## src/hw/rtl/elevator_dispatch_controller_top_macros.svh

```systemverilog
// Assertion macros of the elevator dispatch controller, used by its top level.
`ifndef ELEVATOR_DISPATCH_CONTROLLER_TOP_MACROS_SVH
`define ELEVATOR_DISPATCH_CONTROLLER_TOP_MACROS_SVH
`ifndef SYNTH
`define EDC_ASSERT_SAME(label, ante, cons, msg) \
    label: assert property (@(posedge i_clk) disable iff (!i_rst_n) (ante) |-> (cons)) \
        else $error(msg);
`define EDC_ASSERT_NEXT(label, ante, cons, msg) \
    label: assert property (@(posedge i_clk) disable iff (!i_rst_n) (ante) |=> (cons)) \
        else $error(msg);
`else
`define EDC_ASSERT_SAME(label, ante, cons, msg)
`define EDC_ASSERT_NEXT(label, ante, cons, msg)
`endif
`endif

```

## src/hw/rtl/edc_pkg.sv

```systemverilog
// Shared types and constants of the elevator dispatch controller.
package edc_pkg;

    localparam int NUM_FLOORS_DEF  = 5;
    localparam int HALL_DEPTH_DEF  = 7;
    localparam int CABIN_DEPTH_DEF = 16;

    // Floor codes are three bits wide for every supported floor count.
    localparam int FLOOR_W  = 3;
    // Cabin weight product: at most 16 riders of an 8-bit weight.
    localparam int WEIGHT_W = 13;

    localparam logic [11:0] MAX_LOAD_RST     = 12'd600;
    localparam logic [7:0]  RIDER_WEIGHT_RST = 8'd70;
    localparam logic [7:0]  FLOOR_PITCH_RST  = 8'd136;
    localparam logic [15:0] IDLE_RETURN_RST  = 16'd333;

    localparam logic FUNC_TICK = 1'b0;
    localparam logic FUNC_CALL = 1'b1;

    typedef enum logic [1:0] {
        REG_MAX_LOAD     = 2'd0,
        REG_RIDER_WEIGHT = 2'd1,
        REG_FLOOR_PITCH  = 2'd2,
        REG_IDLE_RETURN  = 2'd3
    } t_reg_idx;

    typedef struct packed {
        logic [11:0] max_load;
        logic [7:0]  rider_weight;
        logic [7:0]  floor_pitch;
        logic [15:0] idle_return_ticks;
    } t_cfg;

    typedef enum logic [3:0] {
        OP_NONE,
        OP_LOAD_IN,
        OP_CALL,
        OP_IDLE_TICK,
        OP_TICK_START,
        OP_LVL_STEP,
        OP_SRV,
        OP_UNL_STEP,
        OP_UNL_END,
        OP_WANT_RD,
        OP_WANT_CHK,
        OP_DECIDE,
        OP_BRD_RD,
        OP_BRD_CHK,
        OP_BRD_END,
        OP_FIX
    } t_op;

    typedef struct packed {
        t_op  op;
        logic load_out;
    } t_cmd;

    typedef struct packed {
        logic is_call;
        logic all_zero;
        logic lvl_hit;
        logic lvl_last;
        logic stop_here;
        logic unl_done;
        logic j_end;
        logic want_flag;
        logic go_serve;
    } t_sts;

endpackage

```

## src/hw/rtl/elevator_dispatch_controller_top.sv

```systemverilog
// Top level of the single-car elevator dispatch controller.
//
// Input channel (i_in_valid / o_in_stall) carries one item per transfer: a time
// tick (i_func low) or a hall call (i_func high) with i_call_floor and i_destination.
// Output channel (o_out_valid / i_out_stall) returns exactly one result per item:
// call acceptance, car position, direction, service flag, cabin load and masks.
// The block works on one item at a time. A hall call passes the decode, call and
// fix states before its result is loaded. A tick with nothing pending passes the
// decode and fix states. A tick that finds work runs a floor-level scan that steps
// one floor a cycle and cabin unloading that steps one rider a cycle, and it visits
// the floor queue memory with a read state and a check state for each entry
// because of its registered read port.
// A finished result sits in the output register; the next item is taken while it
// waits, and its own result waits in the last state until the register is free.
// Synchronous active-low reset empties all queues, parks the car at floor 0
// heading up and restores the configuration registers to their defaults.
// Configuration is an APB-style port with pready tied high.
`include "elevator_dispatch_controller_top_macros.svh"
module elevator_dispatch_controller_top #(
    parameter int NUM_FLOORS  = edc_pkg::NUM_FLOORS_DEF,
    parameter int HALL_DEPTH  = edc_pkg::HALL_DEPTH_DEF,
    parameter int CABIN_DEPTH = edc_pkg::CABIN_DEPTH_DEF
) (
    input  logic                  i_clk,
    input  logic                  i_rst_n,
    input  logic                  psel,
    input  logic                  penable,
    input  logic                  pwrite,
    input  logic [3:0]            paddr,
    input  logic [31:0]           pwdata,
    output logic [31:0]           prdata,
    output logic                  pready,
    input  logic                  i_in_valid,
    output logic                  o_in_stall,
    input  logic                  i_func,
    input  logic [2:0]            i_call_floor,
    input  logic [2:0]            i_destination,
    output logic                  o_out_valid,
    input  logic                  i_out_stall,
    output logic                  o_call_accepted,
    output logic [2:0]            o_car_floor,
    output logic                  o_going_up,
    output logic                  o_level_at_floor,
    output logic [7:0]            o_car_offset,
    output logic                  o_served_stop,
    output logic [4:0]            o_rider_count,
    output logic [11:0]           o_cabin_weight,
    output logic [NUM_FLOORS-1:0] o_call_mask,
    output logic [NUM_FLOORS-1:0] o_stop_mask
);

    edc_pkg::t_cfg r_cfg;
    edc_pkg::t_cmd cmd;
    edc_pkg::t_sts sts;
    logic          cfg_wr;

    // Writes land on the access phase; the register index sits above the byte offset.
    assign pready = 1'b1;
    assign cfg_wr = psel && penable && pwrite && pready;

    always_ff @(posedge i_clk) begin
        if (!i_rst_n) begin
            r_cfg.max_load          <= edc_pkg::MAX_LOAD_RST;
            r_cfg.rider_weight      <= edc_pkg::RIDER_WEIGHT_RST;
            r_cfg.floor_pitch       <= edc_pkg::FLOOR_PITCH_RST;
            r_cfg.idle_return_ticks <= edc_pkg::IDLE_RETURN_RST;
        end else if (cfg_wr) begin
            unique case (edc_pkg::t_reg_idx'(paddr[3:2]))
                edc_pkg::REG_MAX_LOAD:     r_cfg.max_load          <= pwdata[11:0];
                edc_pkg::REG_RIDER_WEIGHT: r_cfg.rider_weight      <= pwdata[7:0];
                edc_pkg::REG_FLOOR_PITCH:  r_cfg.floor_pitch       <= pwdata[7:0];
                edc_pkg::REG_IDLE_RETURN:  r_cfg.idle_return_ticks <= pwdata[15:0];
                default: begin
                end
            endcase
        end
    end

    always_comb begin
        unique case (edc_pkg::t_reg_idx'(paddr[3:2]))
            edc_pkg::REG_MAX_LOAD:     prdata = 32'(r_cfg.max_load);
            edc_pkg::REG_RIDER_WEIGHT: prdata = 32'(r_cfg.rider_weight);
            edc_pkg::REG_FLOOR_PITCH:  prdata = 32'(r_cfg.floor_pitch);
            edc_pkg::REG_IDLE_RETURN:  prdata = 32'(r_cfg.idle_return_ticks);
            default:                   prdata = '0;
        endcase
    end

    // The sequencer steps through one item and tells the datapath what to do each cycle.
    edc_ctrl u_ctrl (
        .i_clk       (i_clk),
        .i_rst_n     (i_rst_n),
        .i_in_valid  (i_in_valid),
        .o_in_stall  (o_in_stall),
        .o_out_valid (o_out_valid),
        .i_out_stall (i_out_stall),
        .i_sts       (sts),
        .o_cmd       (cmd)
    );

    // The datapath holds the car, the floor queues, the cabin list and the result.
    edc_dp #(
        .NUM_FLOORS  (NUM_FLOORS),
        .HALL_DEPTH  (HALL_DEPTH),
        .CABIN_DEPTH (CABIN_DEPTH)
    ) u_dp (
        .i_clk            (i_clk),
        .i_rst_n          (i_rst_n),
        .i_cmd            (cmd),
        .o_sts            (sts),
        .i_cfg            (r_cfg),
        .i_func           (i_func),
        .i_call_floor     (i_call_floor),
        .i_destination    (i_destination),
        .o_call_accepted  (o_call_accepted),
        .o_car_floor      (o_car_floor),
        .o_going_up       (o_going_up),
        .o_level_at_floor (o_level_at_floor),
        .o_car_offset     (o_car_offset),
        .o_served_stop    (o_served_stop),
        .o_rider_count    (o_rider_count),
        .o_cabin_weight   (o_cabin_weight),
        .o_call_mask      (o_call_mask),
        .o_stop_mask      (o_stop_mask)
    );

    // Once an item is taken, the block is busy with it on the following cycle.
    `EDC_ASSERT_NEXT(a_busy_after_take, i_in_valid && !o_in_stall, o_in_stall, "idle after take")
    // A hall call never reports a served stop.
    `EDC_ASSERT_SAME(a_call_no_stop, o_out_valid, !(o_served_stop && o_call_accepted), "call+stop")
    // Being level with car_floor means no offset.
    `EDC_ASSERT_SAME(a_level_offset, o_out_valid && o_level_at_floor, o_car_offset == 8'd0, "offset")
    // The cabin never holds more riders than its list.
    `EDC_ASSERT_SAME(a_rider_cap, o_out_valid, int'(o_rider_count) <= CABIN_DEPTH, "riders")

endmodule

```

## src/hw/rtl/edc_ram.sv

```systemverilog
// Generic simple dual-port RAM with a registered read.
module edc_ram #(
    parameter int WIDTH = 3,
    parameter int DEPTH = 35
) (
    input  logic                                  i_clk,
    input  logic                                  i_we,
    input  logic [((DEPTH > 1) ? $clog2(DEPTH) : 1)-1:0] i_waddr,
    input  logic [WIDTH-1:0]                      i_wdata,
    input  logic [((DEPTH > 1) ? $clog2(DEPTH) : 1)-1:0] i_raddr,
    output logic [WIDTH-1:0]                      o_rdata
);

    logic [WIDTH-1:0] r_mem [DEPTH];
    logic [WIDTH-1:0] r_rdata;

    always_ff @(posedge i_clk) begin
        if (i_we) begin
            r_mem[i_waddr] <= i_wdata;
        end
        r_rdata <= r_mem[i_raddr];
    end

    assign o_rdata = r_rdata;

endmodule

```

## src/hw/rtl/edc_ctrl.sv

```systemverilog
// Sequencer state machine of the elevator dispatch controller.
module edc_ctrl (
    input  logic          i_clk,
    input  logic          i_rst_n,
    input  logic          i_in_valid,
    output logic          o_in_stall,
    output logic          o_out_valid,
    input  logic          i_out_stall,
    input  edc_pkg::t_sts i_sts,
    output edc_pkg::t_cmd o_cmd
);

    typedef enum logic [13:0] {
        S_IDLE   = 14'b00000000000001,
        S_DECODE = 14'b00000000000010,
        S_CALL   = 14'b00000000000100,
        S_LVL    = 14'b00000000001000,
        S_SRV    = 14'b00000000010000,
        S_UNL    = 14'b00000000100000,
        S_WRD    = 14'b00000001000000,
        S_WCHK   = 14'b00000010000000,
        S_DECIDE = 14'b00000100000000,
        S_BRD    = 14'b00001000000000,
        S_BCHK   = 14'b00010000000000,
        S_BEND   = 14'b00100000000000,
        S_FIX    = 14'b01000000000000,
        S_OUT    = 14'b10000000000000
    } t_state;

    t_state r_state, n_state;
    logic   r_second, n_second;
    logic   r_out_valid, n_out_valid;

    always_comb begin
        n_state      = r_state;
        n_second     = r_second;
        n_out_valid  = r_out_valid && i_out_stall;
        o_cmd.op       = edc_pkg::OP_NONE;
        o_cmd.load_out = 1'b0;
        unique case (r_state)
            S_IDLE: begin
                if (i_in_valid) begin
                    o_cmd.op = edc_pkg::OP_LOAD_IN;
                    n_state  = S_DECODE;
                end
            end
            S_DECODE: begin
                if (i_sts.is_call) begin
                    n_state = S_CALL;
                end else if (i_sts.all_zero) begin
                    o_cmd.op = edc_pkg::OP_IDLE_TICK;
                    n_state  = S_FIX;
                end else begin
                    o_cmd.op = edc_pkg::OP_TICK_START;
                    n_state  = S_LVL;
                end
            end
            S_CALL: begin
                o_cmd.op = edc_pkg::OP_CALL;
                n_state  = S_FIX;
            end
            S_LVL: begin
                o_cmd.op = edc_pkg::OP_LVL_STEP;
                if (i_sts.lvl_hit) begin
                    n_state = S_SRV;
                end else if (i_sts.lvl_last) begin
                    n_state = S_FIX;
                end
            end
            S_SRV: begin
                o_cmd.op = edc_pkg::OP_SRV;
                n_second = 1'b0;
                n_state  = i_sts.stop_here ? S_UNL : S_WRD;
            end
            S_UNL: begin
                if (i_sts.unl_done) begin
                    o_cmd.op = edc_pkg::OP_UNL_END;
                    n_state  = r_second ? S_BRD : S_WRD;
                end else begin
                    o_cmd.op = edc_pkg::OP_UNL_STEP;
                end
            end
            S_WRD: begin
                if (i_sts.j_end || i_sts.want_flag) begin
                    n_state = S_DECIDE;
                end else begin
                    o_cmd.op = edc_pkg::OP_WANT_RD;
                    n_state  = S_WCHK;
                end
            end
            S_WCHK: begin
                o_cmd.op = edc_pkg::OP_WANT_CHK;
                n_state  = S_WRD;
            end
            S_DECIDE: begin
                o_cmd.op = edc_pkg::OP_DECIDE;
                if (i_sts.go_serve) begin
                    n_second = 1'b1;
                    n_state  = S_UNL;
                end else begin
                    n_state  = S_FIX;
                end
            end
            S_BRD: begin
                if (i_sts.j_end) begin
                    n_state = S_BEND;
                end else begin
                    o_cmd.op = edc_pkg::OP_BRD_RD;
                    n_state  = S_BCHK;
                end
            end
            S_BCHK: begin
                o_cmd.op = edc_pkg::OP_BRD_CHK;
                n_state  = S_BRD;
            end
            S_BEND: begin
                o_cmd.op = edc_pkg::OP_BRD_END;
                n_state  = S_FIX;
            end
            S_FIX: begin
                o_cmd.op = edc_pkg::OP_FIX;
                n_state  = S_OUT;
            end
            S_OUT: begin
                if (!r_out_valid || !i_out_stall) begin
                    o_cmd.load_out = 1'b1;
                    n_out_valid    = 1'b1;
                    n_state        = S_IDLE;
                end
            end
            default: begin
                n_state = S_IDLE;
            end
        endcase
    end

    always_ff @(posedge i_clk) begin
        if (!i_rst_n) begin
            r_state     <= S_IDLE;
            r_second    <= 1'b0;
            r_out_valid <= 1'b0;
        end else begin
            r_state     <= n_state;
            r_second    <= n_second;
            r_out_valid <= n_out_valid;
        end
    end

    assign o_in_stall  = (r_state != S_IDLE);
    assign o_out_valid = r_out_valid;

endmodule

```

## src/hw/rtl/edc_dp.sv

```systemverilog
// Datapath of the elevator dispatch controller: car state, queues and result register.
module edc_dp #(
    parameter int NUM_FLOORS  = edc_pkg::NUM_FLOORS_DEF,
    parameter int HALL_DEPTH  = edc_pkg::HALL_DEPTH_DEF,
    parameter int CABIN_DEPTH = edc_pkg::CABIN_DEPTH_DEF
) (
    input  logic                  i_clk,
    input  logic                  i_rst_n,
    input  edc_pkg::t_cmd         i_cmd,
    output edc_pkg::t_sts         o_sts,
    input  edc_pkg::t_cfg         i_cfg,
    input  logic                  i_func,
    input  logic [2:0]            i_call_floor,
    input  logic [2:0]            i_destination,
    output logic                  o_call_accepted,
    output logic [2:0]            o_car_floor,
    output logic                  o_going_up,
    output logic                  o_level_at_floor,
    output logic [7:0]            o_car_offset,
    output logic                  o_served_stop,
    output logic [4:0]            o_rider_count,
    output logic [11:0]           o_cabin_weight,
    output logic [NUM_FLOORS-1:0] o_call_mask,
    output logic [NUM_FLOORS-1:0] o_stop_mask
);

    localparam int FW  = edc_pkg::FLOOR_W;
    localparam int WW  = edc_pkg::WEIGHT_W;
    localparam int FIW = $clog2(NUM_FLOORS);
    localparam int HW  = $clog2((NUM_FLOORS - 1) * 255 + 1);
    localparam int HQD = NUM_FLOORS * HALL_DEPTH;
    localparam int AW  = (HQD > 1) ? $clog2(HQD) : 1;
    localparam int HCW = $clog2(HALL_DEPTH + 1);
    localparam int CCW = $clog2(CABIN_DEPTH + 1);
    localparam int CIW = (CABIN_DEPTH > 1) ? $clog2(CABIN_DEPTH) : 1;

    logic                  r_func, n_func;
    logic [FW-1:0]         r_cf, n_cf;
    logic [FW-1:0]         r_dst, n_dst;
    logic [HCW-1:0]        r_hcount [NUM_FLOORS];
    logic [HCW-1:0]        n_hcount [NUM_FLOORS];
    logic [FW-1:0]         r_cabin [CABIN_DEPTH];
    logic [FW-1:0]         n_cabin [CABIN_DEPTH];
    logic [CCW-1:0]        r_ccount, n_ccount;
    logic [NUM_FLOORS-1:0] r_call, n_call;
    logic [NUM_FLOORS-1:0] r_stop, n_stop;
    logic [FW-1:0]         r_floor, n_floor;
    logic [HW-1:0]         r_height, n_height;
    logic                  r_dir, n_dir;
    logic [15:0]           r_idle, n_idle;
    logic                  r_acc, n_acc;
    logic                  r_served, n_served;
    logic [FW-1:0]         r_lf, n_lf;
    logic [HW-1:0]         r_lacc, n_lacc;
    logic [CCW-1:0]        r_ui, n_ui;
    logic [CCW-1:0]        r_uk, n_uk;
    logic [HCW-1:0]        r_hj, n_hj;
    logic [HCW-1:0]        r_hk, n_hk;
    logic                  r_flag, n_flag;
    logic                  r_was_up, n_was_up;
    logic [HW-1:0]         r_base, n_base;

    logic                  r_o_acc, r_o_dir, r_o_level, r_o_served;
    logic [FW-1:0]         r_o_floor;
    logic [7:0]            r_o_offset;
    logic [4:0]            r_o_count;
    logic [11:0]           r_o_weight;
    logic [NUM_FLOORS-1:0] r_o_call, r_o_stop;

    logic [7:0]            p_eff;
    logic [HW-1:0]         top_h;
    logic [NUM_FLOORS-1:0] all_m, ab_m, be_m;
    logic [FIW-1:0]        fi, cfi;
    logic [HCW-1:0]        hc_cf, hc_call, hall0;
    logic                  call_ok;
    logic [WW-1:0]         weight;
    logic [WW:0]           w_plus;
    logic                  w_over, w_room;
    logic [FW-1:0]         rd_data;
    logic                  way_rd;
    logic                  flag_eff, dec_dir;
    logic [15:0]           idle_inc;
    logic                  ram_we;
    logic [AW-1:0]         ram_waddr, ram_raddr;
    logic [FW-1:0]         ram_wdata;
    logic [FW-1:0]         cab_ui;
    logic [HW-1:0]         gap;
    logic [WW-1:0]         w_sat;

    function automatic logic [NUM_FLOORS-1:0] f_above(input logic [NUM_FLOORS-1:0] m,
                                                      input logic [FW-1:0] f);
        logic [NUM_FLOORS-1:0] res;
        for (int i = 0; i < NUM_FLOORS; i++) begin
            res[i] = m[i] && (i > int'(f));
        end
        return res;
    endfunction

    function automatic logic [NUM_FLOORS-1:0] f_below(input logic [NUM_FLOORS-1:0] m,
                                                      input logic [FW-1:0] f);
        logic [NUM_FLOORS-1:0] res;
        for (int i = 0; i < NUM_FLOORS; i++) begin
            res[i] = m[i] && (i < int'(f));
        end
        return res;
    endfunction

    function automatic logic [HW-1:0] f_move(input logic [HW-1:0] h, input logic up,
                                             input logic [HW-1:0] top);
        logic [HW-1:0] res;
        res = h;
        if (up) begin
            if (h < top) res = h + 1'b1;
        end else if (h != '0) begin
            res = h - 1'b1;
        end
        return res;
    endfunction

    function automatic logic [AW-1:0] f_addr(input logic [FW-1:0] f, input logic [HCW-1:0] idx);
        return AW'(f) * AW'(HALL_DEPTH) + AW'(idx);
    endfunction

    edc_ram #(
        .WIDTH (FW),
        .DEPTH (HQD)
    ) u_hall_ram (
        .i_clk   (i_clk),
        .i_we    (ram_we),
        .i_waddr (ram_waddr),
        .i_wdata (ram_wdata),
        .i_raddr (ram_raddr),
        .o_rdata (rd_data)
    );

    always_comb begin
        p_eff    = (i_cfg.floor_pitch == '0) ? 8'd1 : i_cfg.floor_pitch;
        top_h    = HW'(NUM_FLOORS - 1) * HW'(p_eff);
        all_m    = r_call | r_stop;
        ab_m     = f_above(all_m, r_floor);
        be_m     = f_below(all_m, r_floor);
        fi       = r_floor[FIW-1:0];
        cfi      = r_cf[FIW-1:0];
        hc_cf    = r_hcount[fi];
        hc_call  = (int'(r_cf) < NUM_FLOORS) ? r_hcount[cfi] : '0;
        hall0    = (fi == '0) ? r_hk : r_hcount[0];
        call_ok  = (int'(r_cf) < NUM_FLOORS) && (int'(r_dst) < NUM_FLOORS) &&
                   (r_cf != r_dst) && (int'(hc_call) < HALL_DEPTH);
        weight   = WW'(r_ccount) * WW'(i_cfg.rider_weight);
        w_plus   = (WW + 1)'(weight) + (WW + 1)'(i_cfg.rider_weight);
        w_over   = w_plus > (WW + 1)'(i_cfg.max_load);
        w_room   = (w_plus < (WW + 1)'(i_cfg.max_load)) && (int'(r_ccount) < CABIN_DEPTH);
        way_rd   = r_dir ? (rd_data > r_floor) : (rd_data < r_floor);
        flag_eff = r_flag || (r_was_up ? (ab_m == '0) : (be_m == '0));
        dec_dir  = r_flag ? r_dir : (flag_eff ? !r_was_up : r_dir);
        idle_inc = (r_idle == 16'hFFFF) ? r_idle : r_idle + 16'd1;
        cab_ui   = r_cabin[r_ui[CIW-1:0]];
        gap      = (r_height >= r_base) ? r_height - r_base : r_base - r_height;
        w_sat    = (weight > WW'(12'hFFF)) ? WW'(12'hFFF) : weight;
    end

    always_comb begin
        o_sts.is_call   = (r_func == edc_pkg::FUNC_CALL);
        o_sts.all_zero  = (all_m == '0);
        o_sts.lvl_hit   = (r_lacc == r_height);
        o_sts.lvl_last  = (int'(r_lf) == NUM_FLOORS - 1);
        o_sts.stop_here = r_stop[fi];
        o_sts.unl_done  = (r_ui == r_ccount);
        o_sts.j_end     = (r_hj >= hc_cf);
        o_sts.want_flag = r_flag;
        o_sts.go_serve  = !w_over && flag_eff;
    end

    always_comb begin
        n_func   = r_func;
        n_cf     = r_cf;
        n_dst    = r_dst;
        n_hcount = r_hcount;
        n_cabin  = r_cabin;
        n_ccount = r_ccount;
        n_call   = r_call;
        n_stop   = r_stop;
        n_floor  = r_floor;
        n_height = r_height;
        n_dir    = r_dir;
        n_idle   = r_idle;
        n_acc    = r_acc;
        n_served = r_served;
        n_lf     = r_lf;
        n_lacc   = r_lacc;
        n_ui     = r_ui;
        n_uk     = r_uk;
        n_hj     = r_hj;
        n_hk     = r_hk;
        n_flag   = r_flag;
        n_was_up = r_was_up;
        n_base   = r_base;
        ram_we    = 1'b0;
        ram_waddr = f_addr(r_floor, r_hk);
        ram_wdata = rd_data;
        ram_raddr = f_addr(r_floor, r_hj);
        unique case (i_cmd.op)
            edc_pkg::OP_NONE: begin
            end
            edc_pkg::OP_LOAD_IN: begin
                n_func   = i_func;
                n_cf     = i_call_floor;
                n_dst    = i_destination;
                n_acc    = 1'b0;
                n_served = 1'b0;
            end
            edc_pkg::OP_CALL: begin
                if (call_ok) begin
                    ram_we        = 1'b1;
                    ram_waddr     = f_addr(r_cf, hc_call);
                    ram_wdata     = r_dst;
                    n_hcount[cfi] = hc_call + 1'b1;
                    if (all_m == '0) n_dir = (r_floor < r_cf);
                    n_call[cfi]   = 1'b1;
                    n_acc         = 1'b1;
                end
            end
            edc_pkg::OP_IDLE_TICK: begin
                n_idle = idle_inc;
                if (idle_inc == i_cfg.idle_return_ticks) n_stop[0] = 1'b1;
            end
            edc_pkg::OP_TICK_START: begin
                n_idle = '0;
                if (r_dir) begin
                    if (ab_m == '0 && be_m != '0) n_dir = 1'b0;
                end else if (be_m == '0 && ab_m != '0) begin
                    n_dir = 1'b1;
                end
                n_lf   = '0;
                n_lacc = '0;
            end
            edc_pkg::OP_LVL_STEP: begin
                if (r_lacc == r_height) begin
                    n_floor = r_lf;
                end else if (int'(r_lf) == NUM_FLOORS - 1) begin
                    n_height = f_move(r_height, r_dir, top_h);
                end else begin
                    n_lf   = r_lf + 1'b1;
                    n_lacc = r_lacc + HW'(p_eff);
                end
            end
            edc_pkg::OP_SRV: begin
                n_was_up   = r_dir;
                n_stop[fi] = 1'b0;
                n_ui       = '0;
                n_uk       = '0;
                n_hj       = '0;
                n_flag     = 1'b0;
            end
            edc_pkg::OP_UNL_STEP: begin
                if (cab_ui != r_floor) begin
                    n_cabin[r_uk[CIW-1:0]] = cab_ui;
                    n_uk = r_uk + 1'b1;
                end
                n_ui = r_ui + 1'b1;
            end
            edc_pkg::OP_UNL_END: begin
                n_ccount = r_uk;
                n_hj     = '0;
                n_hk     = '0;
            end
            edc_pkg::OP_WANT_RD: begin
            end
            edc_pkg::OP_WANT_CHK: begin
                if (way_rd) n_flag = 1'b1;
                n_hj = r_hj + 1'b1;
            end
            edc_pkg::OP_DECIDE: begin
                n_dir = dec_dir;
                if (w_over || !flag_eff) n_height = f_move(r_height, dec_dir, top_h);
                n_ui  = '0;
                n_uk  = '0;
            end
            edc_pkg::OP_BRD_RD: begin
            end
            edc_pkg::OP_BRD_CHK: begin
                if (way_rd && w_room) begin
                    for (int i = 0; i < NUM_FLOORS; i++) begin
                        if (int'(rd_data) == i) n_stop[i] = 1'b1;
                    end
                    n_cabin[r_ccount[CIW-1:0]] = rd_data;
                    n_ccount = r_ccount + 1'b1;
                end else begin
                    ram_we = 1'b1;
                    n_hk   = r_hk + 1'b1;
                end
                n_hj = r_hj + 1'b1;
            end
            edc_pkg::OP_BRD_END: begin
                n_hcount[fi] = r_hk;
                if (r_hk == '0) n_call[fi] = 1'b0;
                if (!r_was_up && r_stop[0] && hall0 == '0 && r_ccount == '0) n_stop[0] = 1'b0;
                n_served = 1'b1;
            end
            edc_pkg::OP_FIX: begin
                if (r_func == edc_pkg::FUNC_TICK) begin
                    if (r_floor == '0) begin
                        n_dir = 1'b1;
                    end else if (int'(r_floor) == NUM_FLOORS - 1) begin
                        n_dir = 1'b0;
                    end
                end
                n_base = HW'(r_floor) * HW'(p_eff);
            end
            default: begin
            end
        endcase
    end

    always_ff @(posedge i_clk) begin
        if (!i_rst_n) begin
            for (int i = 0; i < NUM_FLOORS; i++) r_hcount[i] <= '0;
            r_ccount <= '0;
            r_call   <= '0;
            r_stop   <= '0;
            r_floor  <= '0;
            r_height <= '0;
            r_dir    <= 1'b1;
            r_idle   <= '0;
        end else begin
            r_hcount <= n_hcount;
            r_ccount <= n_ccount;
            r_call   <= n_call;
            r_stop   <= n_stop;
            r_floor  <= n_floor;
            r_height <= n_height;
            r_dir    <= n_dir;
            r_idle   <= n_idle;
        end
    end

    always_ff @(posedge i_clk) begin
        r_func   <= n_func;
        r_cf     <= n_cf;
        r_dst    <= n_dst;
        r_cabin  <= n_cabin;
        r_acc    <= n_acc;
        r_served <= n_served;
        r_lf     <= n_lf;
        r_lacc   <= n_lacc;
        r_ui     <= n_ui;
        r_uk     <= n_uk;
        r_hj     <= n_hj;
        r_hk     <= n_hk;
        r_flag   <= n_flag;
        r_was_up <= n_was_up;
        r_base   <= n_base;
        if (i_cmd.load_out) begin
            r_o_acc    <= r_acc;
            r_o_floor  <= r_floor;
            r_o_dir    <= r_dir;
            r_o_level  <= (r_height == r_base);
            r_o_offset <= (gap > HW'(255)) ? 8'hFF : gap[7:0];
            r_o_served <= r_served;
            r_o_count  <= 5'(r_ccount);
            r_o_weight <= w_sat[11:0];
            r_o_call   <= r_call;
            r_o_stop   <= r_stop;
        end
    end

    assign o_call_accepted  = r_o_acc;
    assign o_car_floor      = r_o_floor;
    assign o_going_up       = r_o_dir;
    assign o_level_at_floor = r_o_level;
    assign o_car_offset     = r_o_offset;
    assign o_served_stop    = r_o_served;
    assign o_rider_count    = r_o_count;
    assign o_cabin_weight   = r_o_weight;
    assign o_call_mask      = r_o_call;
    assign o_stop_mask      = r_o_stop;

endmodule
```

## config.mk

```make
export PLATFORM = sky130hd
export DESIGN_NAME = elevator_dispatch_controller_top
export DESIGN_NICKNAME = d
export VERILOG_FILES = /design/src/hw/rtl/edc_pkg.sv /design/src/hw/rtl/elevator_dispatch_controller_top.sv /design/src/hw/rtl/edc_ram.sv /design/src/hw/rtl/edc_ctrl.sv /design/src/hw/rtl/edc_dp.sv
export VERILOG_INCLUDE_DIRS = /design/src /design/src/hw/rtl
export SDC_FILE = /design/constraint.sdc
export NUM_CORES = 1
export LEC_CHECK = 0
export BUFFER_PORTS_ARGS = -buffer_cell sky130_fd_sc_hd__buf_2
export CAP_MARGIN = 20
export CORE_ASPECT_RATIO = 0.9
export CORE_MARGIN = 10
export CORE_UTILIZATION = 40
export DETAILED_ROUTE_END_ITERATION = 10
export PLACE_DENSITY = 0.56
export SLEW_MARGIN = 20
export SYNTH_ARGS = -nofsm -noshare
export SYNTH_HDL_FRONTEND = slang
export SYNTH_SLANG_ARGS = --single-unit
```

## constraint.sdc

```tcl
create_clock -name i_clk -period 12.3 [get_ports i_clk]
set_clock_uncertainty 0.1 [all_clocks]
set_input_delay 2.46 -clock i_clk [delete_from_list [all_inputs] [get_ports i_clk]]
set_output_delay 2.46 -clock i_clk [all_outputs]
set_load 0.05 [all_outputs]
```

## Yosys cells after proc, flatten, opt, wreduce, memory -nomap -nowiden

Memories as Yosys holds them, arrays and structs flattened. A register that Yosys moved wholly into a read port is not among the register bits.
Index checks and enable logic that the tools add are counted.

| word-level totals | value |
|---|---|
| bits in registers | 260 |
| RAM bits | 105 |
| input port bits | 50 |
| output and inout bits | 77 |
| logic and storage cells | 421 |
| memories kept | 1 |

Memory list:

| memory | depth | width | rd ports | clocked after memory_dff | write ports | RTL line | text |
|---|---|---|---|---|---|---|---|
| u_dp.u_hall_ram.r_mem | 35 | 3 | 1 | 1 | 1 | edc_ram.sv:14 | `logic [WIDTH-1:0] r_mem [DEPTH];` |

| cells by class | value |
|---|---|
| $add $sub $neg | 17 |
| multipliers | 4 |
| order comparisons | 36 |
| equal/unequal tests | 69 |
| mux-type cells | 127 |
| bitwise operators | 10 |
| reduce and logical (&&, ||, !) cells | 94 |

Operators by type and width:

| operator | count |
|---|---|
| case mux 14 bit (13 select lines) | 1 |
| case mux 32 bit (4 select lines) | 1 |
| 2-to-1 mux 10 bit | 11 |
| bitwise mux 48 bit | 2 |
| 2-to-1 mux 48 bit | 2 |
| case mux 48 bit (2 select lines) | 1 |
| 2-to-1 mux 14 bit | 6 |
| 2-to-1 mux 3 bit | 18 |
| case mux 4 bit (13 select lines) | 1 |
| case mux 10 bit (2 select lines) | 2 |
| case mux 5 bit (2 select lines) | 4 |
| 2-to-1 mux 1 bit | 34 |
| case mux 16 bit (2 select lines) | 1 |
| bitwise mux 15 bit | 2 |
| case mux 15 bit (2 select lines) | 1 |
| logical AND 1 bit | 29 |
| inequality test 2 x 1 -> 1 bit, second input constant | 14 |
| 2-to-1 mux 13 bit | 2 |
| nonzero test 2 bit | 13 |
| 2-to-1 mux 5 bit | 5 |
| demux 3 bit (select 4 bit) | 2 |
| == test 4 bit, second input constant | 6 |
| AND reduction 2 bit | 12 |
| AND reduction 3 bit | 7 |
| 100 further kinds | 180 |

## Logic depth before layout (Yosys ltp)

Gate-level depths: netlist (run 1).

| depth | value |
|---|---|
| depth in word-level cells | 12 |
| gate-level depth with buffers | 30 |
| depth with buffers taken out | 27 |

## Cells and area by module

A second synthesis (run 1) with hierarchy kept.

| unflattened totals | value |
|---|---|
| cell total of the unflattened synthesis | 2,357 |
| area, all modules | 23,513.8 um^2 |

By module, submodules not included:

| module | instances | cells each | area each (um^2) | seq. area each (um^2) |
|---|---|---|---|---|
| edc_dp | 1 | 1,716 | 15,728.8 | 5,405.2 |
| edc_ram | 1 | 281 | 4,479.3 | 3,213.1 |
| elevator_dispatch_controller_top | 1 | 219 | 2,125.8 | 880.8 |
| edc_ctrl | 1 | 141 | 1,179.9 | 320.3 |

## Worst setup path before layout (run 1)

No wires, ideal clock.

| timing path | value |
|---|---|
| path type | register to register |
| from | register u_dp.r_ccount[3] |
| to | memory u_dp.u_hall_ram.r_mem[17][0], enable pin |
| setup time | 0.272 ns |
| arrival time | 6.844 ns |
| data required time | 11.928 ns |
| slack | 5.083 ns |
| stages on the path, launching flop included | 28 |
| path buffers | 2 |
| period minus slack after synthesis | 7.217 ns |
| cells stage by stage | dfxtp_1 > clkbuf_1 > clkbuf_1 > and2_1 > fa_1 > fa_1 > inv_1 > fa_1 > inv_1 > ha_1 > and2_1 > a221o_1 > nor2_1 > xnor2_1 > ha_1 > o21a_1 > nor2_1 > nor3_1 > nand3_1 > xnor2_1 > ha_1 > o21a_1 > a221o_1 > or3b_2 > a211oi_1 > a2111oi_2 > o21ai_1 > a21oi_1 |

| on the way | value |
|---|---|
| word-level cells in the longest chain between the ends | 9 |
| elaborated cells between the ends (all ways) | 16 |
| classes of those cells | add/sub (1); mul (1); order compare (2); eq/ne (3); mux (7); reduce/logical (2) |

RTL lines:

| item | RTL line | text |
|---|---|---|
| start: declaration | edc_dp.sv:44 | `logic [CCW-1:0] r_ccount, n_ccount;` |
| start signal: assignment | edc_dp.sv:327 | `r_ccount <= n_ccount;` |
| multiplier 5 x 8 -> 13 bit | edc_dp.sv:149 | `weight = WW'(r_ccount) * WW'(i_cfg.rider_weight);` |
| via u_dp.weight[7] | edc_dp.sv:76 | `logic [WW-1:0] weight;` |
| adder 13 x 8 -> 14 bit | edc_dp.sv:150 | `w_plus = (WW + 1)'(weight) + (WW + 1)'(i_cfg.rider_weight);` |
| less-than comparator 14 x 12 -> 1 bit | edc_dp.sv:152 | `w_room = (w_plus < (WW + 1)'(i_cfg.max_load)) && (int'(r_ccount) < CABIN_DEPTH);` |
| logical AND 1 bit | edc_dp.sv:152 |  |
| logical AND 1 bit | edc_dp.sv:282 | `if (way_rd && w_room) begin` |
| 2-to-1 mux 1 bit | edc_dp.sv:282 |  |
| case mux 1 bit (2 select lines) | edc_dp.sv:202 | `unique case (i_cmd.op)` |
| 2-to-1 mux 1 bit | edc_ram.sv:18 | `if (i_we) begin` |
| 2-to-1 mux 1 bit (implied by the code) | edc_ram.sv:19 | `r_mem[i_waddr] <= i_wdata;` |
| end: declaration | edc_ram.sv:14 |  |

The timed path passes the listed nets, and every way through them passes these cells.

## Final worst setup path (run 1)

| timing path | value |
|---|---|
| from | register u_dp.r_ccount[3] |
| to | memory u_dp.u_hall_ram.r_mem[0][0], enable pin |

The elaborated chain is that of the path after synthesis.

==> impl_results.md, run 1 <==
- Run status: finished, final reports clean
- HP Class: register to register
- Port Buffer Count: 91
- Leakage: 0.00972 uW
- Yosys top cell area share: 0.316
- Largest net degree at the start of global routing: 74
- Worst path most repeated cell: nor2_1
- Post-CTS resize count: 0
- Area leader, netlist: edfxtp_1
- Wire per inst: ~22 um
- Register area share after synthesis: 0.422
- Post-Syn Instances: 2308
- Setup-failing EPs final: 0
- Antenna diodes: 0
- Max stage delay cell, worst path: dfxtp_1
- Initial Util: 0.406
- I/O pin count: ~130
- Worst reg2reg setup slack: ~3.3 ns
- Setup crit start: u_dp.r_ccount[3]$_SDFFE_PN0P_
- Ratio of cells with drive above 1 in the final layout: 0.119
- Crit. End Element: register
- Post-synthesis instance area: ~0.023 mm2
- GRT Resource Usage Total: 0.194
- Crit path to: u_dp.u_hall_ram.r_mem[0][0]$_DFFE_PP_
- Setup bufs post-CTS: 0
- Syn. warnings: 0
- FFs w/ async S/R, synth: 0
- First-pass GRT wire length: around 100000 um
- VDD IR-drop max: 0.110 mV
- Layout fillers: ~5.5k
- GPL Wtd Cong: roughly 0.9
- CTS buffer count: 43
- Die area: roughly 0.068 mm2
- Critical Path RT: about 13 ns
- Max Slew Vio Count: 0
- Post-route minimum period: approximately 9 ns
- Quantity of hold-fixing buffers added after cts: 0
- Synth unique cells: 87
- Core box area: ~0.057 mm2
- Final Non-Filler Cells: about 3.1k
- Initial drt markers: 1775
- Die width: 274 um
- Syn_area_per_cell: approximately 10 um2
- Reg2reg start: u_dp.r_ccount[3]$_SDFFE_PN0P_
- Placed cells: about 3.1k
- DP Wirelength: about 50000 um
- RSZ-0062 raised after global routing: no
- Main synth FF type: edfxtp_1
- R2R cell count: 26
- Clk root buf: clkbuf_16
- Final Hold Vio Count: 0
- PwrDens: about 110 mW/mm2
- Post-synth EDFFs: between 200 and 250
- Layout area overhead: 10.8%
- Tightest Pin Transition: ~1.0 ns
- Total global routing overflow: 0
- Setup Crit Path Kind: register to register
- Reg clk slew, reported paths: roughly 0.060 ns
- Hold wc startpoint: u_dp.r_acc$_DFFE_PP_
- Via Count: 18.2k
- Max incr delay on CP: 0.81 ns
- Clk_lat worst skew: between 0.6 and 0.7 ns
- Setup tns final: 0 ns
- CP max FO: 20
- Top area cells in the synthesized netlist: edfxtp_1 (32%), dfxtp_1 (11%), ha_1 (7.3%), mux4_2 (5.2%), nand2_1 (3.7%)
- First-pass DRT Iterations: 6
- Nets: approximately 2.6k
- Initial antenna violation count: 1
- # DRC: 0
- Clock buffer depth: 3
- DIE HEIGHT: approximately 250 um
- Vias in the first global route: about 18k
- Worst Setup Start Kind: register
- Num rows: slightly above 80
- Reg-to-Reg End: u_dp.u_hall_ram.r_mem[0][0]$_DFFE_PP_
- TritonCTS clock tree: built
- Vias per cell: about 5.8
- Worst Path Arrival: between 9 and 10 ns
- Max_slew headroom: 0.333
- Max Clk Rate: ~110 MHz
- Yosys reg bits: 368
- Final wirelength: ~70000 um
- CTS H-tree depth: 2
- Period utilisation layout: 0.733
- Hold WS: approximately 0.32 ns
- Sink Count: around 370
- Final ANT Viol Nets: 0
- Total of max-cap violations: 0
[sequential cells by signal (all words and copies together) (netlist names), 8 cells and up]
name	cells
u_dp.r_base	10
u_dp.r_lacc	10
u_dp.r_height	10
u_dp.r_hcount	15
u_dp.o_cabin_weight	12
u_dp.r_idle	16
u_dp.o_car_offset	8
u_ctrl.r_state	14
u_dp.r_cabin	48
r_cfg	44
u_dp.u_hall_ram.r_mem	105
[cell usage after synthesis (all sizes together), types with 50 or more instances]
cell type    n
nor2       216
mux4        54
dfxtp      123
and2        52
nand2      229
o21ai       71
inv        129
ha         136
nand3       50
xnor2       79
edfxtp     245
clkbuf     111
a21oi      157
[cell type report]
class                           instances  area [um2]  share of cell area
Inverter                              130         488              0.0189
Tap cell                              765         957              0.0371
Sequential cell                       368        9820               0.381
Clock inverter                         29         267              0.0103
Multi-Input combinational cell       1677       12400               0.482
Clock buffer                           51        1160              0.0450
Timing Repair Buffer                  119         666              0.0258
[where the power goes]
group	leakage [uW]	internal (uW)	switching [uW]	total [uW]
combinational	0.00584	52.9	115	168
clock	0.000706	727	549	1280
sequential	0.00317	1310	15.9	1330
[cell usage in the layout, fill, tap and decap left out, types with 20 or more instances in the layout]
cell / n
a22oi_1: 21
nand3_1: 50
fa_1: 38
o21ai_0: 62
edfxtp_1: 245
a32o_1: 33
buf_4: 28
clkbuf_16: 45
nand2_1: 229
inv_1: 128
nor2_1: 216
xor2_1: 20
nor3_1: 40
dfxtp_1: 123
a211oi_1: 22
o211ai_1: 25
nand4_1: 28
mux4_2: 54
ha_1: 136
mux2i_1: 46
a21o_1: 28
xnor2_1: 78
buf_2: 91
and3_1: 40
and2_1: 51
a21oi_1: 156
[logic make-up (layout without fill, tap and decap cells)]
kind of cell,count (synthesis),in the layout,share of synthesized area
AO/OA/AOI/OAI,487,487,0.143
multiplexers,101,101,0.0726
XOR/XNOR,99,99,0.0373
adder cells (fa/ha/maj),175,175,0.106
other,2,17,0.000323
AND/OR/NAND/NOR,798,798,0.170
flip-flops,368,368,0.422
buffers and inverters,278,329,0.0484
[per-stage QoR]
stage	worst slack (ns)	power, uW	utilization	area [um2]
3_5_place_dp	3.26	1520	0.424	24300
6_report	3.29	2770	0.449	25800
2_1_floorplan	5.08	1470	-	23300
3_3_place_gp	3.27	1520	0.424	24300
5_1_grt	2.68	2870	0.449	25800
4_1_cts	3.24	2800	0.449	25800
[how the worst min path moves through the flow]
stage | endpoint | cells after the start
after floorplan | u_dp.o_call_accepted$_DFFE_PP_ | 0
after global placement | u_dp.o_call_accepted$_DFFE_PP_ | 0
after detailed placement | u_dp.o_call_accepted$_DFFE_PP_ | 0
after CTS | u_dp.o_call_accepted$_DFFE_PP_ | 0
after global routing | u_dp.o_call_accepted$_DFFE_PP_ | 0
final | u_dp.o_call_accepted$_DFFE_PP_ | 0
[critical path, delay by kind of cell (launching register included)]
| family | cells | cell delay, ns |
|---|---|---|
| XOR/XNOR | 2 | 0.38 |
| adder cells (fa/ha/maj) | 6 | 2.54 |
| AO/OA/AOI/OAI | 6 | 2.62 |
| AND/OR/NAND/NOR | 10 | 2.18 |
| buffers and inverters | 2 | 0.09 |
| flip-flops | 1 | 0.81 |
[layer usage]
metal | wire length, um | global-route usage | vias up | part of all wire
li1 | - | - | 8496 | -
met1 | 31100 | 0.277 | 8958 | 0.46
met2 | 30900 | 0.303 | 670 | 0.45
met3 | 4960 | 0.0289 | 91 | 0.073
met4 | 1250 | 0.0474 | 0 | 0.018
met5 | 0 | 0 | - | 0
(Power assumes the default switching activity.)
==> inputs of run 2 (changes only) <==
PLACE_DENSITY = 0.58   (was 0.56)
clock period = 7.9 ns   (was 12.3 ns; I/O delays follow)
==> run 2 against run 1 <==
Via count increased by 0.44%. Sequential cell count stayed put. Register-to-register slack lost 2.9 ns. Setup slack got worse by 2.9 ns. Fmax is 20% higher. Critical endpoint is now u_dp.u_hall_ram.r_mem[3][1]$_DFFE_PP_.
==> impl_results.md, run 2 (same netlist as run 1, synthesis figures left out) <==
- Clock buffer depth: 3 (unchanged)
- Reg clk slew, reported paths: 0.06 ns (about the same)
- Die area: 0.0682 mm2 (unchanged)
- Final Hold Vio Count: 0 (unchanged)
- Final wirelength: 68400 um (was 68200 um)
- Initial Util: 0.406 (unchanged)
- TritonCTS clock tree: built (unchanged)
- PwrDens: 169 mW/mm2 (was 108 mW/mm2)
- Die width: 274 um (unchanged)
- Total of max-cap violations: 0 (unchanged)
- Worst Path Arrival: 7.74 ns (was 9.23 ns)
- Max incr delay on CP: 0.54 ns (was 0.81 ns)
- Top flop regs: u_dp.u_hall_ram.r_mem: 105 flops, u_dp.r_cabin: 48 flops, r_cfg: 44 flops (unchanged)
- DP Wirelength: 49800 um (was 50000 um)
- Clk root buf: clkbuf_16 (unchanged)
- Nets: 2585 (was 2563)
- Period utilisation layout: 0.952 (was 0.733)
- Final Core Density: 0.454 (was 0.449)
- Max_slew headroom: 0.255 (was 0.333)
- Top reg by flops: u_dp.u_hall_ram.r_mem (unchanged)
- Layout area overhead: 11.9% (was 10.8%)
- Worst Setup Start Kind: register (unchanged)
- Max Slew Vio Count: 0 (unchanged)
- # DRC: 0 (unchanged)
- Antenna diodes: 0 (unchanged)
- Num rows: 83 (unchanged)
- Leakage: 0.00987 uW (was 0.00972 uW)
- CTS buffer count: 42 (was 43)
- Final ANT Viol Nets: 0 (unchanged)
- HP Class: register to register (unchanged)
- Max stage delay cell, worst path: fa_1 (was dfxtp_1)
- Setup Crit Path Kind: register to register (unchanged)
- Wire per inst: 21.7 um (about the same)
- Quantity of hold-fixing buffers added after cts: 0 (unchanged)
- Sink Count: 368 (unchanged)
- Max reg flops: 105 (unchanged)
- Via Count: 18.3k (was 18.2k)
- Hold WS: 0.349 ns (was 0.322 ns)
- Initial antenna violation count: 1 (unchanged)
- GRT Resource Usage Total: 0.195 (was 0.194)
- Final instance area: 0.0260 mm2 (was 0.0258 mm2)
- Most common cell after layout, fill and taps aside: edfxtp_1 (unchanged)
- Worst reg2reg setup slack: 0.38 ns (was 3.29 ns)
- Setup bufs post-CTS: 0 (unchanged)
- Total global routing overflow: 0 (unchanged)
- GPL Wtd Cong: 0.912 (was 0.890)
- First-pass DRT Iterations: 6 (unchanged)
- I/O pin count: 127 (unchanged)
- Layout fillers: 5401 (was 5474)
- Post-route minimum period: 7.52 ns (was 9.01 ns)
- Initial drt markers: 1644 (was 1775)
- Setup tns final: 0 ns (unchanged)
- Max Clk Rate: 133 MHz (was 111 MHz)
- Vias in the first global route: 17.8k (about the same)
- First-pass GRT wire length: 105000 um (about the same)
- Ratio of cells with drive above 1 in the final layout: 0.129 (was 0.119)
- Critical Path RT: 8.13 ns (was 12.51 ns)
- CTS H-tree depth: 2 (unchanged)
- Vias per cell: 5.79 (was 5.80)
- RSZ-0062 raised after global routing: no (unchanged)
- Core box area: 0.0573 mm2 (unchanged)
- Commonest non-fill, non-tap cells in the layout: edfxtp_1 (245), nand2_1 (229), nor2_1 (216) (unchanged)
- VDD IR-drop max: 0.139 mV (was 0.110 mV)
- Largest net degree at the start of global routing: 77 (was 74)
- Clk_lat worst skew: 0.60 ns (was 0.61 ns)
- Tightest Pin Transition: 1.11 ns (was 0.999 ns)
- Run status: finished, final reports clean (unchanged)
- Crit. End Element: register (unchanged)
- Setup-failing EPs final: 0 (unchanged)
- CP max FO: 6 (was 20)
- Port Buffer Count: 91 (unchanged)
- Placement-stage cell area: 0.0245 mm2 (was 0.0243 mm2)
- DIE HEIGHT: 249 um (unchanged)
==> run 2: changes by cell type in the layout (fill, tap and decap cells not counted), sizes merged <==
cell	previous run	this run
buf	119	142
clkbuf	51	57
clkinvlp	1	2
inv	131	132
clkinv	25	12
bufinv	2	5
==> run 2: report_power, final <==
part,internal (uW),total (uW),switching (uW)
sequential,2050,2070,24.7
clock,1220,2070,844
combinational,83.3,265,182
==> run 2: path summary, 6_finish.rpt <==
check                                      from                               endpoint  cells past startpoint
setup / recovery  u_dp.r_ccount[2]$_SDFFE_PN0P_  u_dp.u_hall_ram.r_mem[3][1]$_DFFE_PP_                     27
hold / removal             u_dp.r_acc$_DFFE_PP_         u_dp.o_call_accepted$_DFFE_PP_                      0
setup reg to reg  u_dp.r_ccount[2]$_SDFFE_PN0P_  u_dp.u_hall_ram.r_mem[3][1]$_DFFE_PP_                     27
hold reg to reg            u_dp.r_acc$_DFFE_PP_         u_dp.o_call_accepted$_DFFE_PP_                      0
==> run 2: layout make-up <==
class,instances,area (um2),share of cell area
repair buffers,142,838,0.0322
inverters,130,488,0.0187
clock inverters,21,279,0.0107
flip-flops and latches,368,9820,0.377
clock buffers,57,1180,0.0452
multi-input cells,1677,12500,0.479
well taps,765,957,0.0368
==> run 2: metrics by stage <==
| step | setup slack, ns | total power, uW | instances |
|---|---|---|---|
| finish | 0.383 | 4400 | 3160 |
| global route | 0.0439 | 4540 | 3160 |
| CTS | 0.0409 | 4430 | 3160 |
| detailed placement | 0.0653 | 2370 | 3082 |
| global placement | 0.185 | 2370 | 3082 |
| floorplan | 0.683 | 2300 | 2323 |
==> run 2: timing repair <==
item,4_1_cts,5_1_grt
hold endpoints to repair,0,0
setup endpoints to repair,0,75
resized for setup,0,10
==> run 2: worst max-delay path: cells and delay by family, from the launching register on <==
kind,cells,cell delay [ns]
adders and majority gates,6,2.53
and+or+nand+nor,9,1.81
AOI/OAI and AO/OA,6,1.57
buffers and inverters,4,0.46
DFF,1,0.41
xor gates and xnor gates,2,0.35
==> run 2: per-layer routing <==
layer / track usage / vias to the layer above / part of all wire
met5: 0 / - / 0.00010
met1: 0.277 / 8941 / 0.46
li1: - / 8548 / -
met4: 0.0455 / 2 / 0.017
met3: 0.0380 / 84 / 0.078
met2: 0.302 / 721 / 0.45
==> inputs of run 3 (changes only) <==
REMOVE_ABC_BUFFERS = 1   (was unset)
==> run 3 against run 2 <==
Sequential cell count stayed put. Setup slack better by 0.081 ns. Power is 0.90% lower. Non-clock buffer count is 12 lower. Combinational power hardly changed.
==> impl_results.md, run 3 (same netlist as run 1, synthesis figures left out) <==
- Run status: finished, final reports clean (unchanged)
- Worst Hold End: u_dp.o_call_accepted$_DFFE_PP_ (unchanged)
- Clock buffer depth: 3 (unchanged)
- Final wirelength: 66800 um (was 68400 um)
- Quantity of hold-fixing buffers added after cts: 0 (unchanged)
- Critical Path RT: 8.10 ns (was 8.13 ns)
- R2R cell count: 28 (was 27)
- Leakage: 0.00978 uW (was 0.00987 uW)
- Initial Util: 0.406 (unchanged)
- Port Buffer Count: 91 (unchanged)
- Layout fillers: 5433 (was 5401)
- Clk root buf: clkbuf_16 (unchanged)
- Ratio of cells with drive above 1 in the final layout: 0.130 (was 0.129)
- Via Count: 18.3k (about the same)
- Top flop regs: u_dp.u_hall_ram.r_mem: 105 flops, u_dp.r_cabin: 48 flops, r_cfg: 44 flops (unchanged)
- Reg2reg start: u_dp.r_ccount[4]$_SDFFE_PN0P_ (was u_dp.r_ccount[2]$_SDFFE_PN0P_)
- Period utilisation layout: 0.941 (was 0.952)
- Top reg by flops: u_dp.u_hall_ram.r_mem (unchanged)
- Worst Path Arrival: 7.63 ns (was 7.74 ns)
- FF+latch area: 0.00982 mm2 (about the same)
- DP Wirelength: 49000 um (was 49800 um)
- HP Class: register to register (unchanged)
- Area occupied by multi-input gates: 0.0125 mm2 (about the same)
- First-pass DRT Iterations: 5 (was 6)
- Sink Count: 368 (unchanged)
- Vias per cell: 5.80 (was 5.79)
- Worst reg2reg setup slack: 0.46 ns (was 0.38 ns)
- Reg clk slew, reported paths: 0.06 ns (about the same)
- Num rows: 83 (unchanged)
- Wire per inst: 21.2 um (was 21.7 um)
- First-pass GRT wire length: 104000 um (was 105000 um)
- Setup bufs post-CTS: 0 (unchanged)
- Layout area overhead: 11.7% (was 11.9%)
- Max Clk Rate: 134 MHz (was 133 MHz)
- Clk_lat worst skew: 0.58 ns (was 0.60 ns)
- Placed cells: 3070 (was 3082)
- Nets: 2574 (was 2585)
- Total global routing overflow: 0 (unchanged)
- GPL Wtd Cong: 0.930 (was 0.912)
- CTS H-tree depth: 2 (unchanged)
- Setup Crit Path Kind: register to register (unchanged)
- Die width: 274 um (unchanged)
- Core box area: 0.0573 mm2 (unchanged)
- Initial drt markers: 1729 (was 1644)
- Max reg flops: 105 (unchanged)
- Antenna diodes: 0 (unchanged)
- Max Slew Vio Count: 0 (unchanged)
- GRT Resource Usage Total: 0.191 (was 0.195)
- Tightest Pin Transition: 0.998 ns (was 1.11 ns)
- Setup tns final: 0 ns (unchanged)
- Setup-failing EPs final: 0 (unchanged)
- Initial antenna violation count: 1 (unchanged)
- Max stage delay cell, worst path: fa_1 (unchanged)
- RSZ-0062 raised after global routing: no (unchanged)
- Final ANT Viol Nets: 0 (unchanged)
- PwrDens: 168 mW/mm2 (was 169 mW/mm2)
- Vias in the first global route: 17.9k (was 17.8k)
- Max_slew headroom: 0.334 (was 0.255)
- Max incr delay on CP: 0.55 ns (was 0.54 ns)
- Largest net degree at the start of global routing: 77 (unchanged)
- Most common cell after layout, fill and taps aside: edfxtp_1 (unchanged)
- Final Hold Vio Count: 0 (unchanged)
- Reg-to-Reg End: u_dp.u_hall_ram.r_mem[32][2]$_DFFE_PP_ (was u_dp.u_hall_ram.r_mem[3][1]$_DFFE_PP_)
- WHS Path Cells: 0 (unchanged)
- VDD IR-drop max: 0.128 mV (was 0.139 mV)
- Total of max-cap violations: 0 (unchanged)
- Hold wc startpoint: u_dp.r_acc$_DFFE_PP_ (unchanged)
- Crit. End Element: register (unchanged)
- TritonCTS clock tree: built (unchanged)
- I/O pin count: 127 (unchanged)
- DIE HEIGHT: 249 um (unchanged)
- # DRC: 0 (unchanged)
- CTS buffer count: 43 (was 42)
- CP max FO: 10 (was 6)
- Commonest non-fill, non-tap cells in the layout: edfxtp_1 (245), nand2_1 (229), nor2_1 (215) (was edfxtp_1 (245), nand2_1 (229), nor2_1 (216))
- Worst Setup Start Kind: register (unchanged)
- Post-route minimum period: 7.44 ns (was 7.52 ns)
- Die area: 0.0682 mm2 (unchanged)
- Final Non-Filler Cells: 3149 (was 3160)
-- run 3: changes by cell type in the layout (fill, tap and decap cells not counted), moves of 2 or more --
cell        previous run  this run
clkinv_2               5        11
clkbuf_8               7         1
dfxtp_2                0         4
clkinv_1               5         3
buf_4                 51        39
clkinvlp_4             2         4
dfxtp_1              123       119
-- run 3: timing repair --
action	CTS	global route
resized for setup	1	21
pin swaps	0	2
endpoints found under the setup margin	3	164
endpoints found under the hold margin	0	0
gates cloned	0	0
-- run 3: stage by stage --
stage | power, uW | setup slack [ns] | hold slack [ns] | instance area, um2 | util
3_3_place_gp | 2360 | 0.197 | 0.356 | 24400 | 0.426
6_report | 4360 | 0.464 | 0.355 | 26000 | 0.453
2_1_floorplan | 2280 | 0.892 | 0.300 | 22700 | -
5_1_grt | 4500 | 0.0142 | 0.384 | 26000 | 0.453
4_1_cts | 4400 | 0.00797 | 0.370 | 25900 | 0.451
3_5_place_dp | 2370 | 0.0440 | 0.337 | 24400 | 0.426
-- run 3: how the worst max path moves through the flow --
stage | start | end | depth (start not counted)
global route | u_dp.r_ccount[4]$_SDFFE_PN0P_ | u_dp.u_hall_ram.r_mem[32][1]$_DFFE_PP_ | 28
CTS | u_dp.r_ccount[4]$_SDFFE_PN0P_ | u_dp.u_hall_ram.r_mem[34][0]$_DFFE_PP_ | 27
floorplan | u_dp.r_ccount[3]$_SDFFE_PN0P_ | u_dp.u_hall_ram.r_mem[17][0]$_DFFE_PP_ | 25
global placement | u_dp.r_ccount[4]$_SDFFE_PN0P_ | u_dp.u_hall_ram.r_mem[33][0]$_DFFE_PP_ | 27
finish | u_dp.r_ccount[4]$_SDFFE_PN0P_ | u_dp.u_hall_ram.r_mem[32][2]$_DFFE_PP_ | 28
detailed placement | u_dp.r_ccount[4]$_SDFFE_PN0P_ | u_dp.u_hall_ram.r_mem[11][2]$_DFFE_PP_ | 27
-- run 3: layout make-up --
| type | count | area share |
|---|---|---|
| Inverter | 130 | 0.0188 |
| Tap cell | 765 | 0.0369 |
| Sequential cell | 368 | 0.378 |
| Clock inverter | 28 | 0.0124 |
| Multi-Input combinational cell | 1677 | 0.482 |
| Timing Repair Buffer | 130 | 0.0288 |
| Clock buffer | 51 | 0.0430 |
-- run 3: routing by layer --
| layer | GRT usage | up-vias | routed length (um) | share of wire |
|---|---|---|---|---|
| met4 | 0.0547 | 0 | 1600 | 0.024 |
| met3 | 0.0290 | 98 | 4610 | 0.069 |
| met5 | 0 | - | 0 | 0 |
| met2 | 0.298 | 672 | 30100 | 0.45 |
| met1 | 0.270 | 8976 | 30500 | 0.46 |
| li1 | - | 8520 | - | - |
-- run 3: worst max-delay path: cells and delay by family, from the launching register on --
| kind | cells | cell delay [ns] |
|---|---|---|
| adders and majority gates | 6 | 2.55 |
| and+or+nand+nor | 8 | 1.71 |
| AOI/OAI and AO/OA | 7 | 1.46 |
| buffers and inverters | 5 | 0.66 |
| DFF | 1 | 0.37 |
| xor gates and xnor gates | 2 | 0.28 |
-- run 3: report_power, final --
part / switching [uW] / leakage [uW] / total (uW) / internal, uW
Clock: 841 / 0.000699 / 2030 / 1190
Combinational: 180 / 0.00591 / 262 / 82.1
Sequential: 24.0 / 0.00317 / 2070 / 2050
